File: src/rtl/kvs_ram.sv
// Generic single-write, single-read RAM with registered read data.
// Depends on nothing; holds the keyframe table.
module kvs_ram #(
  parameter int unsigned WIDTH = 32,
  parameter int unsigned DEPTH = 64,
  localparam int unsigned AW   = $clog2(DEPTH)
) (
  input  logic             clk_i,
  input  logic             we_i,
  input  logic [AW-1:0]    waddr_i,
  input  logic [WIDTH-1:0] wdata_i,
  input  logic             re_i,
  input  logic [AW-1:0]    raddr_i,
  output logic [WIDTH-1:0] rdata_o
);

  logic [WIDTH-1:0] mem_q [DEPTH];
  logic [WIDTH-1:0] rdata_q;

  always_ff @(posedge clk_i) begin
    if (we_i) begin
      mem_q[waddr_i] <= wdata_i;
    end
    if (re_i) begin
      rdata_q <= mem_q[raddr_i];
    end
  end

  assign rdata_o = rdata_q;

endmodule

File: config.mk
export PLATFORM = sky130hd
export DESIGN_NAME = kvs_ram
export DESIGN_NICKNAME = d
export VERILOG_FILES = /design/src/rtl/kvs_ram.sv
export SDC_FILE = /design/constraint.sdc
export NUM_CORES = 2
export LEC_CHECK = 0
export BUFFER_PORTS_ARGS = -buffer_cell sky130_fd_sc_hd__buf_2
export CORE_ASPECT_RATIO = 0.8
export CORE_MARGIN = 2
export CORE_UTILIZATION = 55
export DETAILED_ROUTE_END_ITERATION = 10
export PLACE_DENSITY = 0.71
export SYNTH_ARGS = -nofsm -noshare
export SYNTH_HDL_FRONTEND = slang
export SYNTH_SLANG_ARGS = --single-unit
File: constraint.sdc
create_clock -name clk_i -period 4.6 [get_ports clk_i]
set_input_delay 0.23 -clock clk_i [delete_from_list [all_inputs] [get_ports clk_i]]
set_output_delay 0.23 -clock clk_i [all_outputs]
set_load 0.005 [all_outputs]
==> metrics.md <==
| Metric | Value |
|---|---|
| Slowest cell on crit path | o22ai_1 |
| Largest cells by area after synthesis | edfxtp_1 79%, mux4_2 16%, mux2i_1 1.2%, o22ai_1 0.67%, nor2_1 0.65% |
| Setup TNS | 0 ns |
| Share of layout cells above drive strength 1 | 29.95% |
| Aggregate global-route resource usage | 27.69% |
| RSZ-0062 raised after global routing | false |
| I/O pins | 79 |
| Post-synth top area cell | edfxtp_1 |
| EDFF count, synth | between 2,000 and 2,500 |
| Synth Cell Area | 78,840 µm² |
| CP Data Required Time | 5.13 ns |
| Internal | 0.03007 W |
| Clock buffer depth | 3 |
| CTS resizes | 0 |
| Psw | a little over 0.008 W |
| Final Cycle Share | 59.84% |
| Worst Path Max Fanout | 63 |
| TritonCTS clock tree | done |
| Slew at the pin with the worst max-slew slack | 1.304 ns |
| Cell-by-cell trace of the critical path | buf_8, buf_4, mux4_2, mux4_2, o22ai_1, nor2_1 |
| Cell repeated most along the worst path | mux4_2 |
| Cells after synthesis | 3,324 |
| Crit path kind | in -> reg |
| Crit path max-delay family | multiplexers |
| Peak Freq | 363.3 MHz |
| Final Skew | approximately 0.030 ns |
| Max VDD drop | 0.3908 mV |
| Minimum clock period | roughly 2.8 ns |
| Prevailing post-synth register cell | edfxtp_1 |
| CP bufs+invs | 2 |
| Final Util | 62.18% |
| Synth top cells by count | 2,080 x edfxtp_1, 544 x mux4_2, 137 x nor2_1, 93 x mux2i_1, 84 x o22ai_1 |
| Hold_ws | 0.07689 ns |
| Max-slew violations | 0 |
| Initial antenna violation count | 19 |
| Count leader, synth | edfxtp_1 |
| H-Tree Depth | 4 |
| M1 WL | about 76 mm |
| Power share of the clock group | 39.5% |
| Register area share after synthesis | 79.23% |
| Power density cells | around 430 nW/µm² |
| MaxCap Viol Count | 0 |
| Cts bufs inserted | 188 |
| Pre-CTS WS | 1.006 ns |
| Met2 WL | about 92 mm |
| Flops & latches, synth | 2,080 |
| DRC marker count from the first detailed-route iteration | roughly 5,700 |
| Status | complete, no violations |
| Routability-driven placement congestion ratio | 0.8357 |
| Switching share of power | 21.28% |
| Comb pwr share | under 10% |
| Num rows | roughly 120 |
| Worst setup margin | about 1.8 ns |
| Pin count of the biggest net entering global routing | 77 |
| Gr ovfl total | 0 |
| Worst-path clk slew | roughly 0.060 ns |
| Average wire per standard cell | 35.27 µm |
| Starting Density | between 50% and 60% |
| Slowest stage delay, CP | 0.62 ns |
| Root Driver | clkbuf_16 |
| Total wire length | 198.8 mm |
| Layout area overhead | 12.46% |
| Die area | 146,400 µm² |
| DR top layer | met5 |
| First-pass GRT wire length | approximately 280 mm |
| Ys Warns | 0 |
| Die Span Y | 342.6 µm |
| Worst-skew pair later-pin latency | 0.83 ns |
| Final HPWL DP | ~110 mm |
| Slew HR | 13.07% |
| Worst hold path type | in -> reg |
| Final Setup Violations | 0 |
| Post-CTS Hold Fix Bufs | 1 |
| Drt pass-1 iters | 5 |
| # clock sinks | 2,080 |
| Cell Count, Final, Fillers Out | 5,638 |
| DIE WIDTH | around 430 µm |
| Post-route DRC | 0 |
| Leak | 27.57 nW |
| Sequential power share | a little under three fifths |
| Placed Cells incl. Taps | between 5,000 and 6,000 |
| Post-CTS Setup Bufs | 0 |
| Post-Synthesis Net Count | 3,371 |
| WP data arrival | 3.28 ns |
| Top cell type's share of synthesized area | between 70% and 80% |
| Final Hold Fails | 0 |
| Post-synth ARST share | 0% |
| Vias in the first global route | around 37,000 |
| Core Footprint | between 100,000 and 150,000 µm² |
| Post-route ant nets | 0 |
| Syn Area/Cell | ~24 µm² |
| Total vias in the final route | 37,470 |
| IO buf count | between 70 and 80 |
| Critical path launch point type | input port |
| Critical path endpoint category | register |
| Drt via density | 6.646 |
| DR WL met3 | 24.20 mm |
| NumNets Final | 3,636 |
| Unique masters post-synth | 33 |
-- flip-flops by register name, summed over array words and instances (netlist names) --
| name | flops |
|---|---|
| mem_q | 2048 |
| rdata_o | 32 |
-- cells in the final DEF (no fill, tap or decap), drive strengths merged, types with 7 or more instances in the layout --
cell and n:
buf 256, mux2i 93, nor3 7, nand2 26
inv 9, clkbuf 238, mux4 544, nand2b 8
a22oi 12, nor2b 15, bufinv 11, a311oi 8
edfxtp 2080, clkinv 82, nor2 137, o221ai 27
o22ai 84, a21oi 62
-- routing by layer --
| layer | vias to the layer above | track usage, % |
|---|---|---|
| met3 | 343 | 7.141 |
| met4 | 12 | 9.903 |
| li1 | 14840 | - |
| met5 | - | 0 |
| met1 | 19940 | 40.46 |
| met2 | 2339 | 41.15 |
-- metrics by stage --
step / total power (W) / cell area (µm²)
floorplan: 0.02248 / 78840
global placement: 0.02346 / 82800
detailed placement: 0.02349 / 82800
CTS: 0.03834 / 88650
global route: 0.03917 / 88650
finish: 0.03819 / 88660
-- power groups by stage --
stage | Sequential, W | Clock, W | Combinational [W]
after floorplan | 0.0215 | 0 | 0.00102
after CTS | 0.0211 | 0.0153 | 0.00200
after global placement | 0.0215 | 0 | 0.00196
final | 0.0211 | 0.0151 | 0.00202
after global routing | 0.0211 | 0.0160 | 0.00211
after detailed placement | 0.0215 | 0 | 0.00199
-- cells by family after synthesis --
family          synth area share, %
flops                         79.23
buf+inv                       1.124
simple gates                  1.260
mux                           16.72
compound gates                1.666
-- path summary, 6_finish.rpt --
kind | slack (ns) | to | cells past startpoint | from
max | 1.85 | rdata_o[13]$_DFFE_PP_ | 6 | raddr_i[0]
min | 0.08 | mem_q[15][28]$_DFFE_PP_ | 2 | wdata_i[28]
max reg2reg | 2.00 | rdata_o[14]$_DFFE_PP_ | 5 | mem_q[15][14]$_DFFE_PP_
min reg2reg | 0.85 | rdata_o[17]$_DFFE_PP_ | 4 | mem_q[28][17]$_DFFE_PP_
-- layout make-up --
class	count	area, µm²
repair buffers	257	2023
well taps	1890	2365
diodes	5	12.51
clock inverters	106	813.3
multi-input cells	1062	15970
fillers	9319	53920
clock buffers	238	5020
flip-flops and latches	2080	62460
Power figures use the tool's default switching activity.
