## config.mk

```make
export PLATFORM = sky130hd
export DESIGN_NAME = kvs_lerp
export DESIGN_NICKNAME = d
export VERILOG_FILES = /design/src/rtl/kvs_pkg.sv /design/src/rtl/kvs_lerp.sv
export SDC_FILE = /design/constraint.sdc
export NUM_CORES = 2
export LEC_CHECK = 0
export BUFFER_PORTS_ARGS = -buffer_cell sky130_fd_sc_hd__buf_2
export CORE_MARGIN = 2
export CORE_UTILIZATION = 27
export DETAILED_ROUTE_END_ITERATION = 7
export SYNTH_ARGS = -nofsm -noshare
export SYNTH_HDL_FRONTEND = slang
export SYNTH_SLANG_ARGS = --single-unit
```

## constraint.sdc

```tcl
create_clock -name clk_i -period 29.3 [get_ports clk_i]
set_input_delay 4.395 -clock clk_i [delete_from_list [all_inputs] [get_ports clk_i]]
set_output_delay 4.395 -clock clk_i [all_outputs]
set_load 0.03 [all_outputs]
```

## src/rtl/kvs_pkg.sv

```systemverilog
// Shared types, codes and defaults for the keyframe vec3 sampler.
// No dependencies; kvs_lerp and the top level import this package.
package kvs_pkg;

  localparam int unsigned MAX_KEYS_DEF  = 64;
  localparam int unsigned FRAC_BITS_DEF = 16;
  localparam int unsigned VAL_W         = 32;
  localparam int unsigned TIME_W        = 32;
  localparam int unsigned KIDX_W        = 6;
  localparam int unsigned KCOUNT_W      = 7;
  localparam int unsigned CFG_IDX_W     = 1;
  localparam int unsigned CFG_DATA_W    = 7;

  // action field
  localparam logic ACT_LOAD   = 1'b0;
  localparam logic ACT_SAMPLE = 1'b1;

  // interp_mode register
  localparam logic MODE_STEP   = 1'b0;
  localparam logic MODE_LINEAR = 1'b1;

  // configuration register indexes
  localparam logic [CFG_IDX_W-1:0] CFG_INTERP_MODE = 1'b0;
  localparam logic [CFG_IDX_W-1:0] CFG_KEY_COUNT   = 1'b1;

  // component 0 is x, 1 is y, 2 is z
  typedef logic [2:0][VAL_W-1:0] kvs_vec_t;

  typedef struct packed {
    logic [TIME_W-1:0] ktime;
    kvs_vec_t          value;
  } kvs_entry_t;

  typedef struct packed {
    logic                     action;
    logic [KIDX_W-1:0]        key_index;
    logic [TIME_W-1:0]        key_time;
    logic signed [VAL_W-1:0]  value_x;
    logic signed [VAL_W-1:0]  value_y;
    logic signed [VAL_W-1:0]  value_z;
    logic [TIME_W-1:0]        query_time;
  } kvs_in_t;

  typedef struct packed {
    logic signed [VAL_W-1:0]  out_x;
    logic signed [VAL_W-1:0]  out_y;
    logic signed [VAL_W-1:0]  out_z;
    logic [KIDX_W-1:0]        found_index;
  } kvs_out_t;

  // request from the scan sequencer to the interpolation unit
  typedef struct packed {
    logic              start;
    logic [TIME_W-1:0] qtime;
    logic [TIME_W-1:0] t0;
    logic [TIME_W-1:0] t1;
    kvs_vec_t          a;
    kvs_vec_t          b;
  } kvs_lerp_req_t;

endpackage

```

## src/rtl/kvs_lerp.sv

```systemverilog
// Interpolation unit: restoring divide for the blend fraction, then one shared
// subtract / multiply / add path stepped over the three components. Uses kvs_pkg.
module kvs_lerp #(
  parameter int unsigned FRAC_BITS = kvs_pkg::FRAC_BITS_DEF
) (
  input  logic                  clk_i,
  input  logic                  rst_ni,
  input  kvs_pkg::kvs_lerp_req_t req_i,
  output logic                  done_o,
  output kvs_pkg::kvs_vec_t     res_o
);
  import kvs_pkg::*;

  localparam int unsigned STEP_W = $clog2(FRAC_BITS);
  localparam int unsigned DIFF_W = VAL_W + 1;
  localparam int unsigned PROD_W = FRAC_BITS + 1 + DIFF_W;
  localparam logic [STEP_W-1:0] LAST_STEP = STEP_W'(FRAC_BITS - 1);

  localparam logic [2:0] L_IDLE = 3'd0;
  localparam logic [2:0] L_DIV  = 3'd1;
  localparam logic [2:0] L_DIFF = 3'd2;
  localparam logic [2:0] L_MUL  = 3'd3;
  localparam logic [2:0] L_ADD  = 3'd4;
  localparam logic [2:0] L_DONE = 3'd5;

  localparam logic [1:0] COMP_LAST = 2'd2;

  logic [2:0]               state_q, state_d;
  logic [STEP_W-1:0]        step_q, step_d;
  logic [1:0]               comp_q, comp_d;
  logic [TIME_W-1:0]        rem_q, rem_d;
  logic [TIME_W-1:0]        span_q, span_d;
  logic [FRAC_BITS-1:0]     k_q, k_d;
  kvs_vec_t                 a_q, a_d;
  kvs_vec_t                 b_q, b_d;
  kvs_vec_t                 res_q, res_d;
  logic signed [DIFF_W-1:0] diff_q, diff_d;
  logic signed [PROD_W-1:0] prod_q, prod_d;

  logic [TIME_W:0]          rem_sh;
  logic [TIME_W:0]          rem_sub;
  logic                     rem_ge;
  logic signed [VAL_W-1:0]  a_c, b_c;
  logic signed [PROD_W-1:0] prod_sh;

  always_comb begin
    rem_sh  = {rem_q, 1'b0};
    rem_ge  = rem_sh >= {1'b0, span_q};
    rem_sub = rem_sh - {1'b0, span_q};
    a_c     = $signed(a_q[comp_q]);
    b_c     = $signed(b_q[comp_q]);
    prod_sh = prod_q >>> FRAC_BITS;

    state_d = state_q;
    step_d  = step_q;
    comp_d  = comp_q;
    rem_d   = rem_q;
    span_d  = span_q;
    k_d     = k_q;
    a_d     = a_q;
    b_d     = b_q;
    res_d   = res_q;
    diff_d  = diff_q;
    prod_d  = prod_q;

    unique case (state_q)
      L_IDLE: begin
        if (req_i.start) begin
          // t0 <= q < t1, so the fraction stays below one
          rem_d   = req_i.qtime - req_i.t0;
          span_d  = req_i.t1 - req_i.t0;
          k_d     = '0;
          step_d  = '0;
          a_d     = req_i.a;
          b_d     = req_i.b;
          state_d = L_DIV;
        end
      end
      L_DIV: begin
        rem_d  = rem_ge ? rem_sub[TIME_W-1:0] : rem_sh[TIME_W-1:0];
        k_d    = {k_q[FRAC_BITS-2:0], rem_ge};
        step_d = step_q + 1'b1;
        if (step_q == LAST_STEP) begin
          comp_d  = '0;
          state_d = L_DIFF;
        end
      end
      L_DIFF: begin
        diff_d  = {b_c[VAL_W-1], b_c} - {a_c[VAL_W-1], a_c};
        state_d = L_MUL;
      end
      L_MUL: begin
        prod_d  = $signed({1'b0, k_q}) * diff_q;
        state_d = L_ADD;
      end
      L_ADD: begin
        // arithmetic shift floors toward minus infinity
        res_d[comp_q] = a_q[comp_q] + prod_sh[VAL_W-1:0];
        if (comp_q == COMP_LAST) begin
          state_d = L_DONE;
        end else begin
          comp_d  = comp_q + 1'b1;
          state_d = L_DIFF;
        end
      end
      L_DONE: begin
        state_d = L_IDLE;
      end
      default: begin
        state_d = L_IDLE;
      end
    endcase
  end

  always_ff @(posedge clk_i or negedge rst_ni) begin
    if (!rst_ni) begin
      state_q <= L_IDLE;
      step_q  <= '0;
      comp_q  <= '0;
    end else begin
      state_q <= state_d;
      step_q  <= step_d;
      comp_q  <= comp_d;
    end
  end

  always_ff @(posedge clk_i) begin
    rem_q  <= rem_d;
    span_q <= span_d;
    k_q    <= k_d;
    a_q    <= a_d;
    b_q    <= b_d;
    res_q  <= res_d;
    diff_q <= diff_d;
    prod_q <= prod_d;
  end

  assign done_o = state_q == L_DONE;
  assign res_o  = res_q;

endmodule

```

==> run summary <==
CP Depth -> 23
Critical Path Fanout Max -> 16
H-tree levels -> 2
total grt overflow -> 0
layout cells sized above 1 -> 0.126
Worst Setup End Kind -> flop
RSZ-0062 raised after global routing -> false
CTS Buffer Depth -> 3
IO Count -> 388
Mapped Nets -> 4988
Syn Inst Count -> 3930
Final Skew -> 0.0497 ns
Net count, final -> 5333
slowest CP cell -> edfxtp_1
PortBufs -> 387
Seq/Total Area, Yosys -> 0.324
post_cts resized -> 0
Die ar. -> 154000 um2
Tightest Pin Transition -> 1.18 ns
worst skew pair latency -> 0.64 ns
Req. time, crit path -> 29.67 ns
clock transition at the registers of the reported paths -> 0.06 ns
Setup TNS -> 0 ns
Final WS setup -> 21.84 ns
Post-CTS Setup Bufs -> 0
DR DRC count -> 0
Layout area overhead -> 14.9%
antenna violations before repair -> 1
vias per cell -> 4.52
drt pass-1 iters -> 5
Site Rows -> 142
WS Path Type -> reg2reg
Buf/Inv on CP -> 5
clock root buffer -> clkbuf_16
clk sinks -> 442
most frequent CP cell -> fa_1
cells on worst reg2reg path -> 23
Startpoint Class -> flop
number of synthesis warnings -> 0
core area -> 150000 um2
die width -> 393 um
Layout Cell Area excl Fill -> 46900 um2
Fillers -> 15520
flop2flop setup slack -> 21.84 ns
detailed-placement wirelength estimate -> 82600 um
Crit path max-delay family -> adder cells
hold path cells -> 1
Post-Syn Area -> 40800 um2
Initial DRC Count -> 1655
FFs w/ async S/R, synth -> 0.0204
status -> completed
placed instance area -> 45000 um2
critical-path cell list -> nand2_1 -> fa_1 -> inv_1 -> fa_1 -> inv_1 -> fa_1 -> inv_1 -> fa_1 -> fa_1 -> inv_1 -> fa_1 -> inv_1 -> ha_1 -> a21o_1 -> a31oi_1 -> o21ai_0 -> o211ai_1 -> a21boi_1 -> a31oi_2 -> a31oi_1 -> a21o_1 -> a21oi_1 -> xnor2_1
Hold-fix buffers, CTS -> 0
fmax -> 0.134 GHz
vias in the first global route -> 30160
Max Cap Viol -> 0
max incr delay on CP -> 0.86 ns
Post-synth EDFFs -> 433
pin count of the biggest net entering global routing -> 168
Final GP Congestion -> 0.884
count of pins over their slew limit -> 0
post-DR wirelength/cell -> 16.6 um
total wire length -> 105000 um
Seq cells post-synth -> 442
prevailing post-synth register cell -> edfxtp_1
Min-Delay Path Class -> reg2reg
crit share post-route -> 0.255
WP data arrival -> 7.84 ns
TritonCTS buffer count -> 52
All-Layer GR Usage -> 0.136
first-pass GRT wire length -> 165000 um
Final setup viols -> 0
post-synthesis cell type count -> 90
die height -> 393 um
CTS tree -> built
Syn Area/Cell -> 10.4 um2
Post-DRT Antenna Nets -> 0
pre-CTS setup slack -> 21.66 ns
minimum clock period -> 7.46 ns
initial core utilization -> 0.272
Rel. slew slack -> 0.214
Vias -> 28655
Final Hold Vio Count -> 0
-- metal layers --
metal / GRT usage / vias to the layer above / routed length [um]
met5: 0 / - / 0
met1: 0.178 / 14338 / 46000
li1: - / 13502 / -
met4: 0.0281 / 0 / 1700
met3: 0.0188 / 109 / 5030
met2: 0.240 / 706 / 52600
-- per-stage QoR --
step	hold slack, ns	std cells	utilization
global placement	0.508	6237	0.300
CTS	0.518	6335	0.312
global route	0.553	6336	0.313
detailed placement	0.512	6237	0.300
finish	0.510	6337	0.313
floorplan	0.473	3930	-
-- worst register-to-register path, delay by kind of cell (launching register included) --
family / cells / cell delay [ns]
AOI/OAI and AO/OA: 9 / 2.52
and+or+nand+nor: 1 / 0.20
adders and majority gates: 7 / 3.30
buffers and inverters: 5 / 0.24
xor gates and xnor gates: 1 / 0.08
DFF: 1 / 0.86
-- layout make-up --
cell class	instances	area, um2	share of cell area
antenna	2	5.00	0.000107
clock buffer	59	1370	0.0292
clock inverter	39	457	0.00975
inverter	696	2610	0.0557
multi-input combinational	2664	24500	0.522
sequential	442	13200	0.282
tap	2016	2520	0.0538
timing repair buffer	419	2190	0.0467
-- synthesized netlist by cell type, types with 14 or more instances --
| master | number | area, um2 |
|---|---|---|
| a211oi_1 | 19 | 143 |
| a21o_1 | 76 | 571 |
| a21oi_1 | 184 | 921 |
| a31oi_1 | 17 | 106 |
| and2_1 | 255 | 1600 |
| and3_1 | 16 | 100 |
| clkbuf_1 | 114 | 428 |
| edfxtp_1 | 433 | 13000 |
| fa_1 | 494 | 9890 |
| ha_1 | 273 | 3420 |
| inv_1 | 696 | 2610 |
| mux2i_1 | 74 | 741 |
| nand2_1 | 416 | 1560 |
| nand2b_1 | 24 | 150 |
| nand3_1 | 30 | 150 |
| nand4_1 | 19 | 119 |
| nor2_1 | 186 | 698 |
| nor2b_1 | 32 | 200 |
| nor3_1 | 37 | 185 |
| o21a_1 | 33 | 248 |
| o21ai_0 | 136 | 681 |
| o21bai_1 | 20 | 150 |
| or3_1 | 14 | 87.6 |
| xnor2_1 | 109 | 955 |
| xor2_1 | 58 | 508 |
-- cell families (layout without fill, tap and decap cells) --
logic type	after synthesis	count (layout)	synth area share
flip-flops	442	442	0.324
multiplexers	75	75	0.0184
other	0	2	0
adder cells (fa/ha/maj)	767	767	0.326
AND/OR/NAND/NOR	1061	1061	0.125
buffers and inverters	824	1213	0.0762
AO/OA/AOI/OAI	594	594	0.0938
XOR/XNOR	167	167	0.0359
-- worst paths after layout --
kind | start | endpoint
setup / recovery | diff_q[7]$_DFFE_PP_ | prod_q[43]$_DFFE_PP_
hold / removal | step_q[2]$_DFFE_PN0P_ | step_q[2]$_DFFE_PN0P_
setup reg to reg | diff_q[7]$_DFFE_PP_ | prod_q[43]$_DFFE_PP_
hold reg to reg | step_q[2]$_DFFE_PN0P_ | step_q[2]$_DFFE_PN0P_
max in group asynchronous | rst_ni | comp_q[0]$_DFFE_PN0P_
min in group asynchronous | rst_ni | state_q[0]$_DFFE_PN0P_
-- cell usage in the layout (no fill, tap or decap), types with 37 or more instances in the layout --
master	count
a21o_1	76
xnor2_1	109
xor2_1	58
o21ai_0	136
buf_2	387
ha_1	273
nor2_1	185
nand2_1	415
clkbuf_16	54
and2_1	251
nor3_1	37
fa_1	494
edfxtp_1	433
a21oi_1	184
mux2i_1	74
inv_1	694
-- sequential cells by signal (all words and copies together), names as in the netlist, 16 cells and up --
signal	cells
b_q	96
span_q	32
rem_q	32
res_o	96
k_q	16
diff_q	33
prod_q	32
a_q	96
Power is not shown: default switching activity piles up to over one toggle a cycle in this logic, so the estimate is an artifact.
